==> src/hdl/trdp_pkg.sv <==
`timescale 1ns / 1ps

package trdp_pkg;

  localparam int CountBits   = 16;
  localparam int OutAddrBits = 18;
  localparam int ByteBits    = 8;

  // A count word up to this value still has more than one byte left.
  localparam logic [CountBits-1:0] MaxPairCount = 16'hFFFE;

  typedef enum logic [1:0] {
    KIND_START     = 2'd0,
    KIND_DATA      = 2'd1,
    KIND_BUS_ERROR = 2'd2
  } kind_e;

  typedef enum logic [1:0] {
    STATUS_NONE      = 2'd0,
    STATUS_NORMAL    = 2'd1,
    STATUS_TOO_LONG  = 2'd2,
    STATUS_BUS_ERROR = 2'd3
  } status_e;

  typedef struct packed {
    logic [1:0]             kind;
    logic [CountBits-1:0]   byte_count_word;
    logic [OutAddrBits-1:0] start_address;
    logic [ByteBits-1:0]    data_byte;
    logic                   last_byte;
  } in_item_t;

  typedef struct packed {
    logic                   write_valid;
    logic [OutAddrBits-1:0] write_address;
    logic [CountBits-1:0]   write_data;
    logic                   write_is_byte;
    logic [1:0]             status;
    logic [CountBits-1:0]   final_count;
    logic [OutAddrBits-1:0] final_address;
  } out_item_t;

endpackage

==> src/hdl/trdp_if.sv <==
`timescale 1ns / 1ps

interface trdp_in_if;
  logic               valid;
  logic               ready;
  trdp_pkg::in_item_t payload;

  modport source (output valid, output payload, input ready);
  modport sink (input valid, input payload, output ready);
endinterface

interface trdp_out_if;
  logic                valid;
  logic                ready;
  trdp_pkg::out_item_t payload;

  modport source (output valid, output payload, input ready);
  modport sink (input valid, input payload, output ready);
endinterface

==> src/hdl/tape_read_dma_packer_core.sv <==
`timescale 1ns / 1ps
// Output: the result word for an accepted input word is registered and appears in the next cycle.
// Throughput: one input word per cycle; the output register is refilled in the
// same cycle its word is taken, so only a stalled output holds off the input.
// Reset: asynchronous and active low; it clears the count, address, held byte
// and record state, and empties the output register.

module tape_read_dma_packer_core #(
  parameter int ADDRESS_BITS = 18
) (
  input  logic             clk_i,
  input  logic             rst_ni,
  trdp_in_if.sink          in_i,
  trdp_out_if.source       out_o
);

  localparam int WideBits = (ADDRESS_BITS > trdp_pkg::OutAddrBits) ?
                            ADDRESS_BITS : trdp_pkg::OutAddrBits;

  logic [trdp_pkg::CountBits-1:0] count_q, count_d;
  logic [ADDRESS_BITS-1:0]        addr_q, addr_d;
  logic [trdp_pkg::ByteBits-1:0]  held_byte_q, held_byte_d;
  logic                           held_valid_q, held_valid_d;
  logic                           active_q, active_d;
  logic                           absorbing_q, absorbing_d;
  logic [1:0]                     pending_q, pending_d;
  logic                           out_valid_q, out_valid_d;
  trdp_pkg::out_item_t            out_item_q, out_item_d;

  logic                           in_fire;
  logic [1:0]                     step;
  trdp_pkg::status_e              status;
  logic [WideBits-1:0]            start_wide;
  logic [WideBits-1:0]            addr_wide;
  logic [WideBits-1:0]            addr_next_wide;

  assign in_i.ready    = !out_valid_q || out_o.ready;
  assign in_fire       = in_i.valid && in_i.ready;
  assign out_o.valid   = out_valid_q;
  assign out_o.payload = out_item_q;

  assign start_wide     = WideBits'(in_i.payload.start_address);
  assign addr_wide      = WideBits'(addr_q);
  assign addr_next_wide = WideBits'(addr_d);

  always_comb begin
    count_d      = count_q;
    addr_d       = addr_q;
    held_byte_d  = held_byte_q;
    held_valid_d = held_valid_q;
    active_d     = active_q;
    absorbing_d  = absorbing_q;
    pending_d    = pending_q;
    step         = 2'd0;
    status       = trdp_pkg::STATUS_NONE;
    out_item_d   = '0;

    unique case (in_i.payload.kind)
      trdp_pkg::KIND_START: begin
        count_d      = in_i.payload.byte_count_word;
        addr_d       = start_wide[ADDRESS_BITS-1:0];
        held_valid_d = 1'b0;
        active_d     = 1'b1;
        absorbing_d  = 1'b0;
        pending_d    = 2'd0;
      end
      trdp_pkg::KIND_DATA: begin
        if (active_q) begin
          if (held_valid_q) begin
            out_item_d.write_valid   = 1'b1;
            out_item_d.write_address = addr_wide[trdp_pkg::OutAddrBits-1:0];
            out_item_d.write_data    = {in_i.payload.data_byte, held_byte_q};
            held_valid_d             = 1'b0;
            step                     = 2'd2;
          end else if (count_q <= trdp_pkg::MaxPairCount && !addr_q[0] &&
                       !in_i.payload.last_byte) begin
            held_byte_d  = in_i.payload.data_byte;
            held_valid_d = 1'b1;
          end else begin
            out_item_d.write_valid   = 1'b1;
            out_item_d.write_address = addr_wide[trdp_pkg::OutAddrBits-1:0];
            out_item_d.write_data    = {{trdp_pkg::ByteBits{1'b0}}, in_i.payload.data_byte};
            out_item_d.write_is_byte = 1'b1;
            step                     = 2'd1;
          end
          if (step != 2'd0) begin
            count_d = count_q + trdp_pkg::CountBits'(step);
            addr_d  = addr_q + ADDRESS_BITS'(step);
            if (count_d == '0 && !in_i.payload.last_byte) begin
              status      = trdp_pkg::STATUS_TOO_LONG;
              active_d    = 1'b0;
              absorbing_d = 1'b1;
            end else if (in_i.payload.last_byte) begin
              status   = trdp_pkg::STATUS_NORMAL;
              active_d = 1'b0;
            end
          end
        end else if (absorbing_q && in_i.payload.last_byte) begin
          absorbing_d = 1'b0;
        end
        pending_d = step;
      end
      trdp_pkg::KIND_BUS_ERROR: begin
        if (pending_q != 2'd0) begin
          count_d      = count_q - trdp_pkg::CountBits'(pending_q);
          addr_d       = addr_q - ADDRESS_BITS'(pending_q);
          status       = trdp_pkg::STATUS_BUS_ERROR;
          absorbing_d  = active_q || absorbing_q;
          active_d     = 1'b0;
          held_valid_d = 1'b0;
        end
        pending_d = 2'd0;
      end
      default: begin
      end
    endcase

    out_item_d.status = status;
    if (status != trdp_pkg::STATUS_NONE) begin
      out_item_d.final_count   = count_d;
      out_item_d.final_address = addr_next_wide[trdp_pkg::OutAddrBits-1:0];
    end

    out_valid_d = in_fire || (out_valid_q && !out_o.ready);
  end

  always_ff @(posedge clk_i or negedge rst_ni) begin
    if (!rst_ni) begin
      count_q      <= '0;
      addr_q       <= '0;
      held_byte_q  <= '0;
      held_valid_q <= 1'b0;
      active_q     <= 1'b0;
      absorbing_q  <= 1'b0;
      pending_q    <= 2'd0;
      out_valid_q  <= 1'b0;
    end else begin
      out_valid_q <= out_valid_d;
      if (in_fire) begin
        count_q      <= count_d;
        addr_q       <= addr_d;
        held_byte_q  <= held_byte_d;
        held_valid_q <= held_valid_d;
        active_q     <= active_d;
        absorbing_q  <= absorbing_d;
        pending_q    <= pending_d;
      end
    end
  end

  always_ff @(posedge clk_i) begin
    if (in_fire) begin
      out_item_q <= out_item_d;
    end
  end

endmodule

==> src/flat_wrapper.sv <==
// flat-port wrapper written by rule: the top's interface ports become plain ports
module tape_read_dma_packer_core_flat 
#(
  parameter int ADDRESS_BITS = 18
)
  (clk_i, rst_ni, in_i_valid, in_i_payload, in_i_ready, out_o_valid, out_o_payload, out_o_ready);
  trdp_in_if in_i_i ();
  trdp_out_if out_o_i ();
  input  logic clk_i;
  input  logic rst_ni;
  input wire logic [$bits(in_i_i.valid)-1:0] in_i_valid;
  input wire logic [$bits(in_i_i.payload)-1:0] in_i_payload;
  output wire logic [$bits(in_i_i.ready)-1:0] in_i_ready;
  output wire logic [$bits(out_o_i.valid)-1:0] out_o_valid;
  output wire logic [$bits(out_o_i.payload)-1:0] out_o_payload;
  input wire logic [$bits(out_o_i.ready)-1:0] out_o_ready;
  assign in_i_i.valid = in_i_valid;
  assign in_i_i.payload = in_i_payload;
  assign in_i_ready = in_i_i.ready;
  assign out_o_valid = out_o_i.valid;
  assign out_o_payload = out_o_i.payload;
  assign out_o_i.ready = out_o_ready;
  tape_read_dma_packer_core #(.ADDRESS_BITS(ADDRESS_BITS)) u_core (.clk_i(clk_i), .rst_ni(rst_ni), .in_i(in_i_i), .out_o(out_o_i));
endmodule
==> config.mk <==
export PLATFORM = sky130hd
export DESIGN_NAME = tape_read_dma_packer_core_flat
export DESIGN_NICKNAME = d
export VERILOG_FILES = /design/src/hdl/trdp_pkg.sv /design/src/hdl/trdp_if.sv /design/src/hdl/tape_read_dma_packer_core.sv /design/src/flat_wrapper.sv
export SDC_FILE = /design/constraint.sdc
export NUM_CORES = 1
export LEC_CHECK = 0
export BUFFER_PORTS_ARGS = -buffer_cell sky130_fd_sc_hd__buf_4
export CELL_PAD_IN_SITES_DETAIL_PLACEMENT = 0
export CELL_PAD_IN_SITES_GLOBAL_PLACEMENT = 2
export CORE_UTILIZATION = 38
export CTS_CLUSTER_DIAMETER = 200
export DETAILED_ROUTE_END_ITERATION = 16
export PLACE_DENSITY = 0.91
export SYNTH_ARGS = -nofsm -noshare
export SYNTH_HDL_FRONTEND = slang
export SYNTH_SLANG_ARGS = --single-unit
export TNS_END_PERCENT = 5
==> constraint.sdc <==
create_clock -name clk_i -period 5.8 [get_ports clk_i]
set_input_delay 0.58 -clock clk_i [delete_from_list [all_inputs] [get_ports clk_i]]
set_output_delay 0.58 -clock clk_i [all_outputs]
set_load 0.05 [all_outputs]
* Word-level counts from Yosys, hierarchy flattened *
Cells that the tools add are included.

storage, ports and cells
  word-level logic and storage cells = 83
  bits in registers = 119
  input port bits = 49

operators by class
  mux-type cells = 32
  magnitude comparators = 1
  bitwise operators = 3
  reductions and logical operators = 25
  equality and inequality tests = 4
  add/sub/neg operators = 4

operators with widths
  cell                    count
  $mux W18                3
  $pmux W18 S3            1
  $mux W16                3
  $pmux W16 S3            1
  $mux W36                1
  $mux W35                1
  $add A18 B2 Y18         1
  $sub A18 B2 Y18         1
  $add A16 B2 Y16         1
  $le A16 B16 Y1 const B  1
  $logic_not A16 Y1       1
  $mux W2                 8
  $sub A16 B2 Y16         1
  $mux W1                 10
  $pmux W2 S2             2
  $reduce_bool A2 Y1      4
  $pmux W1 S3             2
  $logic_and A1 B1 Y1     5
  $reduce_and A5 Y1       1
  $logic_not A1 Y1        4
  $ne A2 B1 Y1 const B    2
  $reduce_and A2 Y1       2
  $reduce_and A4 Y1       1
  $not A1 Y1              3
  8 further kinds         9

* Depth between registers and ports, before layout *
  depth in word-level cells = 15
  mapped depth = 15

* Least setup slack after synthesis *
Ideal clock, no wire load.

  path type = register -> register
  from = reg u_core.out_valid_q, in the netlist u_core.out_o.valid
  to = reg u_core.out_item_q, in the netlist u_core.out_o.payload[0] (enable)
  cell stages (with the launch flop) = 5
  arrival = 3553 ps
  slack = 1782 ps
  clock period less this slack = 4018 ps
  cells stage by stage = dfrtp_1 nand2b_1 nand2_1 inv_1 clkbuf_1

between the ends
  word-level cells in the longest chain between the ends = 3

RTL lines
  what                      line                              text
  start: declaration        tape_read_dma_packer_core.sv:27   logic out_valid_q, out_valid_d;
  start signal: assignment  tape_read_dma_packer_core.sv:138  out_valid_q <= out_valid_d;
  $logic_not A1 Y1          tape_read_dma_packer_core.sv:37   assign in_i.ready = !out_valid_q || out_o.ready;
  $logic_or A1 B1 Y1        tape_read_dma_packer_core.sv:37
  named net in_i_ready      flat_wrapper.sv:13                output wire logic [$bits(in_i_i.ready)-1:0] in_i_ready;
  $logic_and A1 B1 Y1       tape_read_dma_packer_core.sv:38   assign in_fire = in_i.valid && in_i.ready;
  named net u_core.in_fire  tape_read_dma_packer_core.sv:30   logic in_fire;
  end signal: assignment    tape_read_dma_packer_core.sv:153  out_item_q <= out_item_d;
  end: declaration          tape_read_dma_packer_core.sv:28   trdp_pkg::out_item_t out_item_q, out_item_d;

The timed path passes the listed nets, and every way through them passes these cells.
A chain may end at the register's enable or synchronous reset.

* Worst setup path after layout *
  from = reg u_core.count_q[7] (netlist bit)
  to = reg u_core.out_item_q, in the netlist u_core.out_o.payload[0] (data pin)

between the ends
  word-level cells in the longest chain between the ends = 15
  elaborated cells on any way between the ends = 20

RTL lines
  what                               line                              text
  start: declaration                 tape_read_dma_packer_core.sv:20   logic [trdp_pkg::CountBits-1:0] count_q, count_d;
  start signal: assignment           tape_read_dma_packer_core.sv:140  count_q <= count_d;
  $le A16 B16 Y1                     tape_read_dma_packer_core.sv:75   end else if (count_q <= trdp_pkg::MaxPairCount && !addr_q[0] &&
  $logic_and A1 B1 Y1 (2 in series)  tape_read_dma_packer_core.sv:75
  $mux W1                            tape_read_dma_packer_core.sv:75
  $mux W2                            tape_read_dma_packer_core.sv:69   if (held_valid_q) begin
  $mux W2                            tape_read_dma_packer_core.sv:68   if (active_q) begin
  $mux W2                            tape_read_dma_packer_core.sv:58   unique case (in_i.payload.kind)
  $add A16 B2 Y16                    tape_read_dma_packer_core.sv:87   count_d = count_q + trdp_pkg::CountBits'(step);
  $logic_not A16 Y1                  tape_read_dma_packer_core.sv:89   if (count_d == '0 && !in_i.payload.last_byte) begin
  $logic_and A1 B1 Y1                tape_read_dma_packer_core.sv:89
  $mux W2                            tape_read_dma_packer_core.sv:89
  $mux W2                            tape_read_dma_packer_core.sv:86   if (step != 2'd0) begin
  $mux W2                            tape_read_dma_packer_core.sv:68
  $pmux W2 S2                        tape_read_dma_packer_core.sv:58
  $reduce_bool A2 Y1                 tape_read_dma_packer_core.sv:119  if (status != trdp_pkg::STATUS_NONE) begin

Parallel ways exist; a longest one is shown, timed or not. The select of a mux whose other input is x is not followed.

==> reports/summary.txt <==
Die Wd - 141.1 um
H-tree depth - 4
Main flop type after synthesis - edfxtp_1
Die ar. - 19910 um^2
Synth top area share - 29.40%
Via density - 5.651
HPWL after DPL - 14.74 mm
Chip Height - 141.1 um
CP Capture Type - register
Avg Cell Area, Syn - 9.525 um^2
Top cells by area, synth - edfxtp_1 (29%), dfrtp_1 (16%), a21oi_1 (4.4%), o21ai_0 (3.6%), nor2_1 (3.3%)
Mapped Cells - 772
Vias in the first global route - 6093
Compound-Gate Fraction of Synth Area - 18.61%
Largest net degree at the start of global routing - 82
Number of CTS-inserted buffers - 17
I/O pin total - 123
Mapped Area - 7353 um^2
Status - completed
Commonest cells after routing, fill and taps aside - buf_4 (135), edfxtp_1 (72), nor2_1 (65), a21oi_1 (65), o21ai_0 (53)
Starting Density - 39.05%
Hold crit path type - in2async
Worst Path Required - 6.04 ns
Cts repair resizes - 0
I/O Buffers - 122
Max Fclk - 0.2166 GHz
WL/cell - 19.81 um
Clock transition at the registers of the reported paths - 0.06 ns
Commonest non-fill, non-tap cell in the layout - buf_4
Dominant cell type by area after synthesis - edfxtp_1
Area of the multi-input gates - 3652 um^2
Clock buffer depth - 2
Mux share of post-synthesis cell area - 1.957%
Fill count - 1804
Synth Warn # - 0
Largest family of logic cells by synthesized area - simple AND/OR/NAND/NOR gates
Number of synthesized flops with an enable pin - 72
Maximum VDD drop - 0.0002628 V
Final Total Pwr - 3.148 mW
Clk Latency, worst-skew pair - 0.42 ns
Final cycle utilization of the critical path - 79.61%
PD cells - 351.0 nW/um^2
Row count - 50
Initial drt markers - 619
Asr flop ratio synth - 39.50%
Sequential-to-total area share from yosys stat - 45.40%
DRC violations left - 0
ANT cells - 0
Core Box Area - 18830 um^2
Crit path kind - reg2reg
Max FO, Critical Path - 19
Leak - 3.461 nW
First-pass GRT wire length - 34.87 mm
Synth Area in XOR/XNOR - 5.360%
Tightest Pin Transition - 1.116 ns
Minimum clock period - 4.617 ns
Slew headroom - 24.98%
CTS tree - done
Fin. Hold Viols - 0
Antenna viol nets, final - 0
CTS Sinks - 119
CTS Hold Bufs - 0
Yosys cell types - 72
Routed via count - 6397
Root Driver - clkbuf_16
Fin. max-slew vios - 0
Synth Area in Simple Gates - 20.66%
GRT overflow - 0
Synth Register Bits - 119
Seq. cell area - 3338 um^2
Setup TNS Final - 0 ns
Min Hold Slack - 0.2044 ns
Skew final - 0.008418 ns
Syn_nets - 836
Maxcap violations - 0
Post-Route WL - 22.43 mm
Pre-antenna DRT Iters - 5
Final setup viols - 0
GPL Wtd Cong - 0.8781
Layout cells sized above 1 - 23.28%
Layout Area Growth over Synthesis - 21.97%
GRT Total Usage - 23.07%
Post-CTS setup buffer count - 0
Antenna violations before repair - 0
Worst EP arrival - 4.85 ns
Post-Synth Adder-Cell Area - 2.961%
NumNets Final - 923
CP startpoint kind - register
RSZ-0062 raised after global routing - no
state kept, by name, summed over array words and instances, names as in the netlist:
| name | count |
|---|---|
| u_core.active_q | 1 |
| u_core.addr_q | 18 |
| u_core.count_q | 16 |
| u_core.held_byte_q | 8 |
| u_core.held_valid_q | 1 |
| u_core.out_o.payload | 72 |
| u_core.out_o.valid | 1 |
| u_core.pending_q | 2 |
logic make-up (layout without fill, tap and decap cells):
group | after synthesis | count (layout)
buf+inv | 83 | 183
fa+ha+maj | 15 | 15
simple gates | 285 | 285
xor+xnor | 45 | 45
compound gates | 212 | 212
flops | 119 | 119
mux | 13 | 13
critical path: stages (launching register included):
cell      delay [ns]
dfrtp_1         0.53
nand3_1         0.32
nor3_2          0.11
a211oi_1        0.40
nor2_1          0.11
ha_1            0.24
fa_1            0.51
nand4_1         0.22
nor2_1          0.13
or3_1           0.33
a22o_1          0.25
nor4_4          0.40
a31oi_4         0.33
buf_4           0.32
a311oi_1        0.21
path summary, 6_finish.rpt:
path	from	endpoint	slack [ns]	depth (start not counted)
max	u_core.count_q[7]	u_core.out_o.payload[0]	1.18	14
min	rst_ni	u_core.count_q[9]	0.20	1
max reg2reg	u_core.count_q[7]	u_core.out_o.payload[0]	1.18	14
min reg2reg	u_core.held_byte_q[5]	u_core.held_byte_q[5]	0.50	1
max in group asynchronous	rst_ni	u_core.held_byte_q[5]	5.09	1
min in group clk_i	in_i_valid	u_core.out_o.valid	0.37	2
layer usage:
| layer | global-route usage (%) | wire (um) | vias to the layer above |
|---|---|---|---|
| met1 | 32.77 | 10480 | 3090 |
| met2 | 34.84 | 10020 | 256 |
| met3 | 4.382 | 1547 | 28 |
| met5 | 0 | 0 | - |
| li1 | - | - | 3023 |
| met4 | 8.352 | 379 | 0 |
Yosys cell counts (4+ instances only):
library cell,number
nand2b_1,5
and3_1,10
edfxtp_1,72
nor2b_1,8
nor3_2,4
nor3_1,33
or3_1,12
a31oi_1,10
nand3_1,22
a21oi_1,65
o21ai_0,53
a22o_1,13
ha_1,11
a211oi_1,4
and2_1,23
buf_6,4
a222oi_1,7
buf_2,20
a22oi_1,7
o221ai_1,6
mux2_2,11
nand4_1,11
fa_1,4
or2_2,8
nor4_1,13
clkbuf_1,41
xor2_1,18
a21o_1,7
dfrtp_1,47
inv_1,13
xnor2_1,27
or4_4,4
nand2_1,51
nor2_1,65
where the power goes:
| part | switching (mW) | internal, mW | leakage, nW |
|---|---|---|---|
| clock network | 0.384 | 0.662 | 0.274 |
| registers | 0.222 | 1.03 | 1.30 |
| logic | 0.523 | 0.328 | 1.89 |
layout make-up:
cell class	instances	area share, %
multi-input cells	570	40.72
flip-flops and latches	119	37.22
repair buffers	135	11.30
clock buffers	23	5.329
well taps	260	3.627
clock inverters	9	1.116
inverters	16	0.6836
stage by stage:
step	instances	setup WS [ns]	cell area [um^2]	util [%]
floorplan	772	1.782	7353	-
global placement	1100	1.409	8391	44.56
detailed placement	1100	1.243	8391	44.56
CTS	1132	1.215	8969	47.63
global route	1132	0.8804	8969	47.63
finish	1132	1.183	8969	47.63
No activity file was read; power rests on OpenSTA's default activity.
